<file path="src/rtl/core/assert_macros.svh">
// assertion macros for the range profiler core
// no dependencies; included by files that carry concurrent checks
`ifndef ASSERT_MACROS_SVH
`define ASSERT_MACROS_SVH

// same-cycle implication
`define ASSERT_IMPLIES(name, clk, rstn, ante, cons) \
	name: assert property (@(posedge clk) disable iff (!rstn) (ante) |-> (cons)) \
		else $error("same-cycle check failed");

// next-cycle implication
`define ASSERT_NEXT(name, clk, rstn, ante, cons) \
	name: assert property (@(posedge clk) disable iff (!rstn) (ante) |=> (cons)) \
		else $error("next-cycle check failed");

`endif

</file>
<file path="src/rtl/core/frp_pkg.sv">
// shared types, constants and codes of the function range profiler
// no dependencies
package frp_pkg;

	localparam int MAX_FUNCS = 256;
	localparam int SLOT_W    = (MAX_FUNCS > 1) ? $clog2(MAX_FUNCS) : 1;
	localparam int CNT_W     = $clog2(MAX_FUNCS + 1);

	localparam int ACTION_W = 2;
	localparam int WORD_W   = 32;
	localparam int IDX_W    = 8;
	localparam int STATUS_W = 2;
	localparam int SUM_W    = 64;

	localparam logic [ACTION_W-1:0] ACT_LOAD  = 2'd0;
	localparam logic [ACTION_W-1:0] ACT_EVENT = 2'd1;
	localparam logic [ACTION_W-1:0] ACT_READ  = 2'd2;

	localparam logic [STATUS_W-1:0] ST_OK         = 2'd0;
	localparam logic [STATUS_W-1:0] ST_FULL       = 2'd1;
	localparam logic [STATUS_W-1:0] ST_NOT_LOADED = 2'd2;

	typedef enum logic [2:0] {
		S_IDLE,
		S_DISPATCH,
		S_RECENT,
		S_SCAN,
		S_UPDATE,
		S_EMIT
	} state_t;

	typedef enum logic [2:0] {
		SOP_NONE,
		SOP_ZERO,
		SOP_CLEAR,
		SOP_READ,
		SOP_HIT,
		SOP_PEEK,
		SOP_MISS
	} stat_op_t;

	typedef struct packed {
		logic [ACTION_W-1:0] action;
		logic [WORD_W-1:0]   address;
		logic [WORD_W-1:0]   range_length;
		logic [WORD_W-1:0]   cost_cycles;
		logic [IDX_W-1:0]    entry_index;
	} item_t;

	typedef struct packed {
		logic              rng_rd_en;
		logic              rng_wr_en;
		logic [SLOT_W-1:0] rng_addr;
		stat_op_t          sop;
		logic [SLOT_W-1:0] stat_addr;
	} ctrl_t;

	typedef struct packed {
		logic [STATUS_W-1:0] status;
		logic                matched;
		logic [IDX_W-1:0]    func_slot;
	} head_t;

	typedef struct packed {
		logic [WORD_W-1:0] event_count;
		logic [SUM_W-1:0]  cycle_sum;
		logic [SUM_W-1:0]  grand_total;
	} stat_res_t;

	typedef struct packed {
		logic [STATUS_W-1:0] status;
		logic                matched;
		logic [IDX_W-1:0]    func_slot;
		logic [WORD_W-1:0]   event_count;
		logic [SUM_W-1:0]    cycle_sum;
		logic [SUM_W-1:0]    grand_total;
	} out_word_t;

endpackage

</file>
<file path="src/rtl/core/frp_ctrl.sv">
// sequencer: captures a word, loads or reads an entry, or for an event tries the recent entry,
// scans the range table, then drives the statistics update; depends on frp_pkg
module frp_ctrl (
	input  logic                  clk,
	input  logic                  arst_n,
	input  logic                  take,
	input  frp_pkg::item_t        word,
	input  logic                  owns,
	input  logic                  out_free,
	output logic                  idle,
	output logic                  emit,
	output frp_pkg::ctrl_t        cmd,
	output frp_pkg::item_t        item_q,
	output frp_pkg::head_t        head_q
);

	frp_pkg::state_t              state_q;
	frp_pkg::state_t              state_d;
	logic [frp_pkg::CNT_W-1:0]    lc_q;
	logic [frp_pkg::SLOT_W-1:0]   recent_q;
	logic                         recent_vld_q;
	logic [frp_pkg::CNT_W-1:0]    ptr_q;
	logic                         chk_vld_s1;
	logic [frp_pkg::SLOT_W-1:0]   chk_idx_s1;
	logic [frp_pkg::SLOT_W-1:0]   hit_q;

	logic load_full;
	logic rd_ok;
	logic recent_ok;
	logic scan_issue;
	logic scan_hit;
	logic scan_miss;
	logic scan_start;

	always_comb begin
		load_full  = (lc_q == frp_pkg::CNT_W'(frp_pkg::MAX_FUNCS));
		rd_ok      = (32'(item_q.entry_index) < 32'(lc_q));
		recent_ok  = recent_vld_q && (frp_pkg::CNT_W'(recent_q) < lc_q);
		scan_issue = (ptr_q < lc_q);
		scan_hit   = chk_vld_s1 && owns;
		scan_miss  = !scan_issue && !chk_vld_s1;
		scan_start = ((state_q == frp_pkg::S_DISPATCH) && (item_q.action == frp_pkg::ACT_EVENT)
			&& !recent_ok) || ((state_q == frp_pkg::S_RECENT) && !owns);
	end

	// next state
	always_comb begin
		state_d = state_q;
		case (state_q)
			frp_pkg::S_IDLE: begin
				if (take) state_d = frp_pkg::S_DISPATCH;
			end
			frp_pkg::S_DISPATCH: begin
				case (item_q.action)
					frp_pkg::ACT_EVENT: state_d = recent_ok ? frp_pkg::S_RECENT : frp_pkg::S_SCAN;
					frp_pkg::ACT_READ:  state_d = rd_ok ? frp_pkg::S_UPDATE : frp_pkg::S_EMIT;
					default:            state_d = frp_pkg::S_EMIT;
				endcase
			end
			frp_pkg::S_RECENT: begin
				state_d = owns ? frp_pkg::S_UPDATE : frp_pkg::S_SCAN;
			end
			frp_pkg::S_SCAN: begin
				if (scan_hit) state_d = frp_pkg::S_UPDATE;
				else if (scan_miss) state_d = frp_pkg::S_EMIT;
			end
			frp_pkg::S_UPDATE: begin
				state_d = frp_pkg::S_EMIT;
			end
			frp_pkg::S_EMIT: begin
				if (out_free) state_d = frp_pkg::S_IDLE;
			end
			default: begin
				state_d = frp_pkg::S_IDLE;
			end
		endcase
	end

	// outputs
	always_comb begin
		idle          = 1'b0;
		emit          = 1'b0;
		cmd.rng_rd_en = 1'b0;
		cmd.rng_wr_en = 1'b0;
		cmd.rng_addr  = frp_pkg::SLOT_W'(lc_q);
		cmd.sop       = frp_pkg::SOP_NONE;
		cmd.stat_addr = hit_q;
		case (state_q)
			frp_pkg::S_IDLE: begin
				idle = 1'b1;
			end
			frp_pkg::S_DISPATCH: begin
				case (item_q.action)
					frp_pkg::ACT_LOAD: begin
						if (load_full) begin
							cmd.sop = frp_pkg::SOP_ZERO;
						end else begin
							cmd.rng_wr_en = 1'b1;
							cmd.sop       = frp_pkg::SOP_CLEAR;
							cmd.stat_addr = frp_pkg::SLOT_W'(lc_q);
						end
					end
					frp_pkg::ACT_EVENT: begin
						cmd.rng_rd_en = recent_ok;
						cmd.rng_addr  = recent_q;
					end
					frp_pkg::ACT_READ: begin
						cmd.sop       = rd_ok ? frp_pkg::SOP_READ : frp_pkg::SOP_ZERO;
						cmd.stat_addr = frp_pkg::SLOT_W'(item_q.entry_index);
					end
					default: begin
						cmd.sop = frp_pkg::SOP_ZERO;
					end
				endcase
			end
			frp_pkg::S_RECENT: begin
				if (owns) begin
					cmd.sop       = frp_pkg::SOP_READ;
					cmd.stat_addr = recent_q;
				end
			end
			frp_pkg::S_SCAN: begin
				cmd.rng_rd_en = scan_issue;
				cmd.rng_addr  = frp_pkg::SLOT_W'(ptr_q);
				if (scan_hit) begin
					cmd.sop       = frp_pkg::SOP_READ;
					cmd.stat_addr = chk_idx_s1;
				end else if (scan_miss) begin
					cmd.sop = frp_pkg::SOP_MISS;
				end
			end
			frp_pkg::S_UPDATE: begin
				cmd.sop = (item_q.action == frp_pkg::ACT_EVENT) ? frp_pkg::SOP_HIT
					: frp_pkg::SOP_PEEK;
			end
			frp_pkg::S_EMIT: begin
				emit = out_free;
			end
			default: begin
			end
		endcase
	end

	always_ff @(posedge clk or negedge arst_n) begin
		if (!arst_n) begin
			state_q      <= frp_pkg::S_IDLE;
			lc_q         <= '0;
			recent_q     <= '0;
			recent_vld_q <= 1'b0;
			ptr_q        <= '0;
			chk_vld_s1   <= 1'b0;
		end else begin
			state_q <= state_d;
			if ((state_q == frp_pkg::S_DISPATCH) && (item_q.action == frp_pkg::ACT_LOAD)
				&& !load_full) begin
				lc_q <= lc_q + 1'b1;
			end
			if (scan_start) begin
				ptr_q      <= '0;
				chk_vld_s1 <= 1'b0;
			end else if (state_q == frp_pkg::S_SCAN) begin
				if (scan_issue) ptr_q <= ptr_q + 1'b1;
				chk_vld_s1 <= scan_issue;
			end
			if ((state_q == frp_pkg::S_SCAN) && scan_hit) begin
				recent_q     <= chk_idx_s1;
				recent_vld_q <= 1'b1;
			end
		end
	end

	always_ff @(posedge clk) begin
		if ((state_q == frp_pkg::S_IDLE) && take) begin
			item_q <= word;
		end
		if (state_q == frp_pkg::S_SCAN) begin
			chk_idx_s1 <= frp_pkg::SLOT_W'(ptr_q);
		end
		case (state_q)
			frp_pkg::S_DISPATCH: begin
				case (item_q.action)
					frp_pkg::ACT_LOAD: begin
						head_q <= load_full ? '{frp_pkg::ST_FULL, 1'b0, '0}
							: '{frp_pkg::ST_OK, 1'b0, frp_pkg::IDX_W'(lc_q)};
					end
					frp_pkg::ACT_READ: begin
						head_q <= rd_ok ? '{frp_pkg::ST_OK, 1'b1, item_q.entry_index}
							: '{frp_pkg::ST_NOT_LOADED, 1'b0, '0};
						hit_q  <= frp_pkg::SLOT_W'(item_q.entry_index);
					end
					default: begin
						head_q <= '{frp_pkg::ST_OK, 1'b0, '0};
					end
				endcase
			end
			frp_pkg::S_RECENT: begin
				if (owns) begin
					head_q <= '{frp_pkg::ST_OK, 1'b1, frp_pkg::IDX_W'(recent_q)};
					hit_q  <= recent_q;
				end
			end
			frp_pkg::S_SCAN: begin
				if (scan_hit) begin
					head_q <= '{frp_pkg::ST_OK, 1'b1, frp_pkg::IDX_W'(chk_idx_s1)};
					hit_q  <= chk_idx_s1;
				end
			end
			default: begin
			end
		endcase
	end

endmodule

</file>
<file path="config.mk">
export PLATFORM = sky130hd
export DESIGN_NAME = frp_ctrl
export DESIGN_NICKNAME = d
export VERILOG_FILES = /design/src/rtl/core/assert_macros.svh /design/src/rtl/core/frp_pkg.sv /design/src/rtl/core/frp_ctrl.sv
export SDC_FILE = /design/constraint.sdc
export NUM_CORES = 1
export LEC_CHECK = 0
export BUFFER_PORTS_ARGS = -buffer_cell sky130_fd_sc_hd__buf_2
export CORE_MARGIN = 4
export CORE_UTILIZATION = 35
export DETAILED_ROUTE_END_ITERATION = 8
export PLACE_DENSITY = 0.59
export SLEW_MARGIN = 20
export SYNTH_ARGS = -nofsm -noshare
export SYNTH_HDL_FRONTEND = slang
export SYNTH_SLANG_ARGS = --single-unit
</file>
<file path="constraint.sdc">
create_clock -name clk -period 4.57 [get_ports clk]
set_clock_uncertainty 0.2 [all_clocks]
set_input_delay 0.457 -clock clk [delete_from_list [all_inputs] [get_ports clk]]
set_output_delay 0.457 -clock clk [all_outputs]
set_load 0.005 [all_outputs]
</file>
==> impl_metrics.tcl, run 1 <==
set metrics [dict create \
    clk_pin_slew_ns 0.08 \
    powerDensity_nw_per_um2 504.1 \
    hpwl_um 15890 \
    reg2reg_from "state_q[0]$_DFFE_PN0P_" \
    p_clk_share_pct 27.9 \
    final-setup-viol-count 0 \
    n_fill_cell 1748 \
    synth_cell_types 56 \
    via_per_inst 5.015 \
    track_usage_pct 20.08 \
    die_h_um 151.6 \
    p_int_mw 3.362 \
    worst_pin_slew_ns 1.123 \
    fin_util_pct 51.16 \
    synth_edf_count 133 \
    r2r_setup_slack_ns 1.32 \
    drtAntennaViolNets 0 \
    htreeDepth 4 \
    cts_buffer_depth 2 \
    drv_cap 0 \
    hp-start "word[66]" \
    power_frac_seq_pct 43.4 \
    clkLatencyLatePin_ns 0.42 \
    arrival_ns 3.19 \
    cts_tree "yes" \
    hold-worst-slack_ns 0.01971 \
    sw_frac_of_total_pct 35.58 \
    synthFlopType "edfxtp_1" \
    layout_setup_ws_ns 0.7202 \
    yosysMostFrequentCell "edfxtp_1" \
    num_vias 5877 \
    cellLeakagePower_nw 4.436 \
    critPathMaxStageDelay_ns 1.08 \
    drive_above_1_share_pct 34.59 \
    placed_area_um2 8727 \
    synth-seq-cells 164 \
    synth_area_leaders "edfxtp_1 (55%), dfrtp_1 (11%), ha_1 (5.2%)" \
    setup_tns_ns 0 \
    rsz0062_at_grt "false" \
    wl_per_cell_um 19.65 \
    slew_headroom_pct 25.10 \
    r2r_end "ptr_q[7]$_DFFE_PN0P_" \
    multi_input_area_um2 2251 \
    die_x_um 151.6 \
    min_period_ns 3.850 \
    max-vdd-ir-drop_mv 0.2245 \
    dieArea_um2 22980 \
    worstPathRequired_ns 3.91 \
    final_max_slew_viol_count 0 \
    ios 251 \
    start_util_pct 35.67 \
    cts-resized-gates 0 \
    clock_sinks 164 \
    first_global_vias 5933 \
    place.gp.congestion 0.8971 \
    async_flop_share_pct 18.90 \
    outcome "completed" \
    yosysTopAreaCell "edfxtp_1" \
    rows 52 \
    dr.pass1.iters 5 \
    avgSynthCellArea_um2 13.29 \
    grt_overflow 0 \
    port_buffers 250 \
    p_sw_mw 1.856 \
    final.period_utilization_pct 84.24 \
    syn_nets 684 \
    hold_path_class "input port to flop" \
    cpMaxStageDelayCell "dfrtp_1" \
    synth_cells 543 \
    critPathKind "flop to primary output" \
    synth_common_cells "edfxtp_1 (133), nand2_1 (65), a21oi_1 (31), dfrtp_1 (31), ha_1 (30)" \
    antenna_found_initial 0 \
    start_kind "flop" \
    drtIter0Drc 394 \
    place_ws_ns 1.290 \
    power.total_mw 5.219 \
    holdPathStages 1 \
    root_buffer "clkbuf_16" \
    path_cells "nor3b_2, and2_1, nor2_1, nand2_1, nand2_1, buf_2" \
    grt_pass1_wl_um 34180 \
    final_cells 1172 \
    drcViolationCount 0 \
    drt_wl_total_um 23030 \
    regArea_um2 4770 \
    yosysSeqAreaShare_pct 66.09 \
    core_area_um2 20230 \
    rr_worst_depth 8 \
    max_freq_mhz 259.8 \
    crit_start "state_q[0]$_DFFE_PN0P_" \
    cts_buffers 17 \
    area.growth.synth_to_final_pct 43.45 \
    end_kind "primary output" \
    worstPathMaxFanout 36 \
    crit_top_cell "nand2_1" \
    post-place-cells 1039 \
    syn_area_um2 7217 \
    synth_top_area_share_pct 55.34 \
    whs_endpoint "item_q[66]$_DFFE_PP_" \
    hold_violations 0 \
    fin_area_um2 10350 \
    diodes 0 \
    combPwrFrac_pct 28.7 \
    nNetsFinal 1030 \
    grt_max_degree 51 \
    yosysWarnings 0 \
]
-- worst max-delay path by stage --
| stage | endpoint | slack (ns) | cells past startpoint |
|---|---|---|---|
| 6_report | cmd[17] | 0.72 | 6 |
| 5_1_grt | cmd[12] | 0.52 | 6 |
| 4_1_cts | cmd[16] | 0.82 | 6 |
| 3_5_place_dp | cmd[16] | 1.29 | 6 |
| 3_3_place_gp | cmd[16] | 1.29 | 6 |
| 2_1_floorplan | item_q[0]$_DFFE_PP_ | 0.38 | 4 |
-- worst max-delay path: cells and delay by family (launching register included) --
family                 cells  cell delay, ns
DFF                        1            1.08
and+or+nand+nor            5            1.53
buffers and inverters      1            0.14
-- sequential cells by signal, indices dropped and copies added, names as in the netlist --
name          count
recent_q          8
lc_q              9
head_q           11
item_q          106
hit_q             8
chk_vld_s1        1
state_q           3
recent_vld_q      1
chk_idx_s1        8
ptr_q             9
-- routing by layer --
metal  share of wire (%)  wire, um  track usage (%)
met5                   0         0                0
met4                 2.1       477            6.020
met3                  10      2324            8.061
met2                  50     11510            34.10
met1                  38      8716            23.45
-- cell families after synthesis --
logic type      after synthesis  synth area share, %
flops                       164                66.09
simple gates                155                10.68
compound gates              121                11.18
buf+inv                      45                2.878
fa+ha+maj                    30                5.201
mux                          20                2.999
xor+xnor                      8               0.9709
-- cells in the final DEF (no fill, tap or decap), drive strengths merged, types with 18 or more instances in the layout --
master / instances
a22oi: 18
inv: 19
nand2: 65
nor2: 19
a21oi: 32
dlygate4sd3: 101
buf: 258
ha: 30
dfrtp: 31
edfxtp: 133
o21ai: 29
-- layout make-up --
class,instances,area share [%]
sequential,164,46.07
clock inverter,15,1.789
timing repair buffer,359,22.55
tap,270,3.263
multi-input combinational,334,21.74
inverter,13,0.4714
clock buffer,17,4.109
-- power groups by stage --
| stage | sequential, mW | clock [mW] | combinational (mW) |
|---|---|---|---|
| 2_1_floorplan | 2.17 | 0 | 0.934 |
| 3_3_place_gp | 2.29 | 0 | 1.43 |
| 3_5_place_dp | 2.29 | 0 | 1.43 |
| 4_1_cts | 2.26 | 1.49 | 1.50 |
| 5_1_grt | 2.30 | 1.56 | 1.67 |
| 6_report | 2.26 | 1.45 | 1.50 |
-- repair_timing --
item | CTS | global route
hold buffers | 96 | 5
hold endpoints to repair | 126 | 5
buffers inserted | 0 | 0
Note: power is estimated with default switching activity, not from simulation.
==> run 2: changes to the inputs <==
--- a/config.mk
+++ b/config.mk
@@ -9,7 +9,7 @@
 export CORE_MARGIN = 4
 export CORE_UTILIZATION = 35
 export DETAILED_ROUTE_END_ITERATION = 8
-export PLACE_DENSITY = 0.59
+export PLACE_DENSITY = 0.62
 export SLEW_MARGIN = 20
 export SYNTH_ARGS = -nofsm -noshare
 export SYNTH_HDL_FRONTEND = slang
==> constraint.sdc (replaced) <==
create_clock -name clk -period 3.2 [get_ports clk]
set_clock_uncertainty 0.2 [all_clocks]
set_input_delay 0.32 -clock clk [delete_from_list [all_inputs] [get_ports clk]]
set_output_delay 0.32 -clock clk [all_outputs]
set_load 0.005 [all_outputs]
==> run 2 against run 1 <==
Compared with the run above: non-clock buffer count increased by 28; sequential share of layout area decreased by 1.3 points; sequential power increased by 40%; global-route usage increased by 0.56 points; worst setup slack got worse by 0.59 ns; die area unchanged; sequential cell count unchanged; utilization increased by 1.5 points; final area increased by 2.9%; total power increased by 48%; combinational power increased by 60%; cell count increased by 2.4%; critical path type unchanged; highest routed layer unchanged.
==> impl_metrics.tcl, run 2 (same netlist as run 1, synthesis figures left out) <==
set metrics [dict create \
    port_buffers 250 \
    cellLeakagePower_nw 4.598 \
    final_max_slew_viol_count 0 \
    r2r_setup_slack_ns 0.61 \
    reg.largest.list "item_q: 106 flops, head_q: 11 flops" \
    dr.pass1.iters 5 \
    power.total_mw 7.728 \
    htreeDepth 4 \
    hold_path_class "input port to flop" \
    outcome "completed" \
    wl_per_cell_um 19.64 \
    antenna_found_initial 0 \
    worstPathRequired_ns 2.68 \
    cts_tree "yes" \
    power_frac_seq_pct 40.9 \
    layout_common_cells "buf_2 (250), edfxtp_1 (133), dlygate4sd3_1 (107), nand2_1 (65), a21oi_1 (31)" \
    sw_frac_of_total_pct 35.01 \
    end_kind "primary output" \
    diodes 0 \
    first_global_vias 6195 \
    final_common_cell "buf_2" \
    worst_pin_slew_ns 0.7716 \
    core_area_um2 20230 \
    fin_util_pct 52.63 \
    place.gp.congestion 0.9178 \
    max_freq_mhz 325.8 \
    track_usage_pct 20.63 \
    powerDensity_nw_per_um2 725.6 \
    hold-worst-slack_ns 0.03586 \
    holdPathStages 3 \
    hp-start "take" \
    ios 251 \
    arrival_ns 2.55 \
    drive_above_1_share_pct 36.13 \
    area.growth.synth_to_final_pct 47.57 \
    combPwrFrac_pct 31.0 \
    p_int_mw 5.022 \
    setup_tns_ns 0 \
    clk_pin_slew_ns 0.07 \
    drtIter0Drc 437 \
    p_sw_mw 2.706 \
    drt_wl_total_um 23570 \
    min_period_ns 3.070 \
    start_kind "flop" \
    worstPathMaxFanout 7 \
    slew_headroom_pct 48.56 \
    final-setup-viol-count 0 \
    start_util_pct 35.67 \
    critPathKind "flop to primary output" \
    grt_max_degree 67 \
    grt_pass1_wl_um 35360 \
    num_vias 6086 \
    drv_cap 0 \
    clock_sinks 164 \
    die_h_um 151.6 \
    grt_overflow 0 \
    cts_buffer_depth 2 \
    max-vdd-ir-drop_mv 0.4612 \
    nNetsFinal 1058 \
    dieArea_um2 22980 \
    rr_worst_depth 6 \
    largest_reg_flops 106 \
    drtAntennaViolNets 0 \
    p_clk_share_pct 28.1 \
    placed_area_um2 8885 \
    r2r_end "head_q[5]$_DFFE_PP_" \
    via_per_inst 5.072 \
    whs_endpoint "state_q[0]$_DFFE_PN0P_" \
    cts_buffers 17 \
    final.period_utilization_pct 95.92 \
    rows 52 \
    hpwl_um 16800 \
    fin_area_um2 10650 \
    root_buffer "clkbuf_16" \
    drcViolationCount 0 \
    top_register "item_q" \
    hold_violations 0 \
    reg2reg_from "item_q[5]$_DFFE_PP_" \
    die_x_um 151.6 \
    clkLatencyLatePin_ns 0.43 \
]
[run 2: area by class of cell]
type | instances | area, um2
fill | 1771 | 9584
sequential | 164 | 4773
timing repair buffer | 387 | 2572
multi-input combinational | 334 | 2270
clock buffer | 17 | 425.4
tap | 270 | 337.8
clock inverter | 15 | 222.7
inverter | 13 | 48.80
[run 2: layer usage]
layer / part of all wire [%] / wire length [um] / vias to the layer above / GRT usage [%]
li1: - / - / 2809 / -
met1: 37 / 8741 / 2941 / 24.25
met2: 50 / 11860 / 289 / 34.90
met3: 10 / 2351 / 47 / 7.763
met4: 2.6 / 623 / 0 / 6.918
met5: 0 / 0 / - / 0
[run 2: stage by stage]
step	std cells	worst slack, ns
CTS	1198	0.06186
global route	1200	-0.01489
detailed placement	1059	0.4538
finish	1200	0.1304
global placement	1059	0.5023
floorplan	543	0.1728
[run 2: power by group through the flow]
stage	registers, mW	logic (mW)	clock network, mW
after floorplan	3.08	1.34	0
after global placement	3.19	2.21	0
after detailed placement	3.19	2.23	0
after CTS	3.15	2.34	2.21
after global routing	3.21	2.67	2.32
final	3.16	2.40	2.17
[run 2: worst max-delay path, stage by stage (launching register included)]
cell and delay, ns:
edfxtp_1 0.47, inv_1 0.12, ha_1 0.34, nor2_1 0.09, nor3b_1 0.35, a21oi_4 0.10, buf_4 0.17, a221o_1 0.35
buf_2 0.14
[run 2: how the worst max path moves through the flow]
stage               depth (start not counted)                    from  slack (ns)                   to
finish                                      8   item_q[104]$_DFFE_PP_        0.13               cmd[3]
global route                                9     lc_q[1]$_DFFE_PN0P_       -0.01               cmd[0]
CTS                                         8     lc_q[3]$_DFFE_PN0P_        0.06              cmd[20]
detailed placement                          8     lc_q[1]$_DFFE_PN0P_        0.45               cmd[0]
global placement                            8     lc_q[1]$_DFFE_PN0P_        0.50               cmd[0]
floorplan                                   4  state_q[2]$_DFFE_PN0P_        0.17  item_q[0]$_DFFE_PP_
[run 2: repair_timing]
item / in CTS / in global routing
hold endpoints to repair: 137 / 0
resized for setup: 2 / 4
setup buffers: 0 / 2
pin swaps: 0 / 3
hold buffers: 107 / 0
endpoints found under the setup margin: 2 / 6
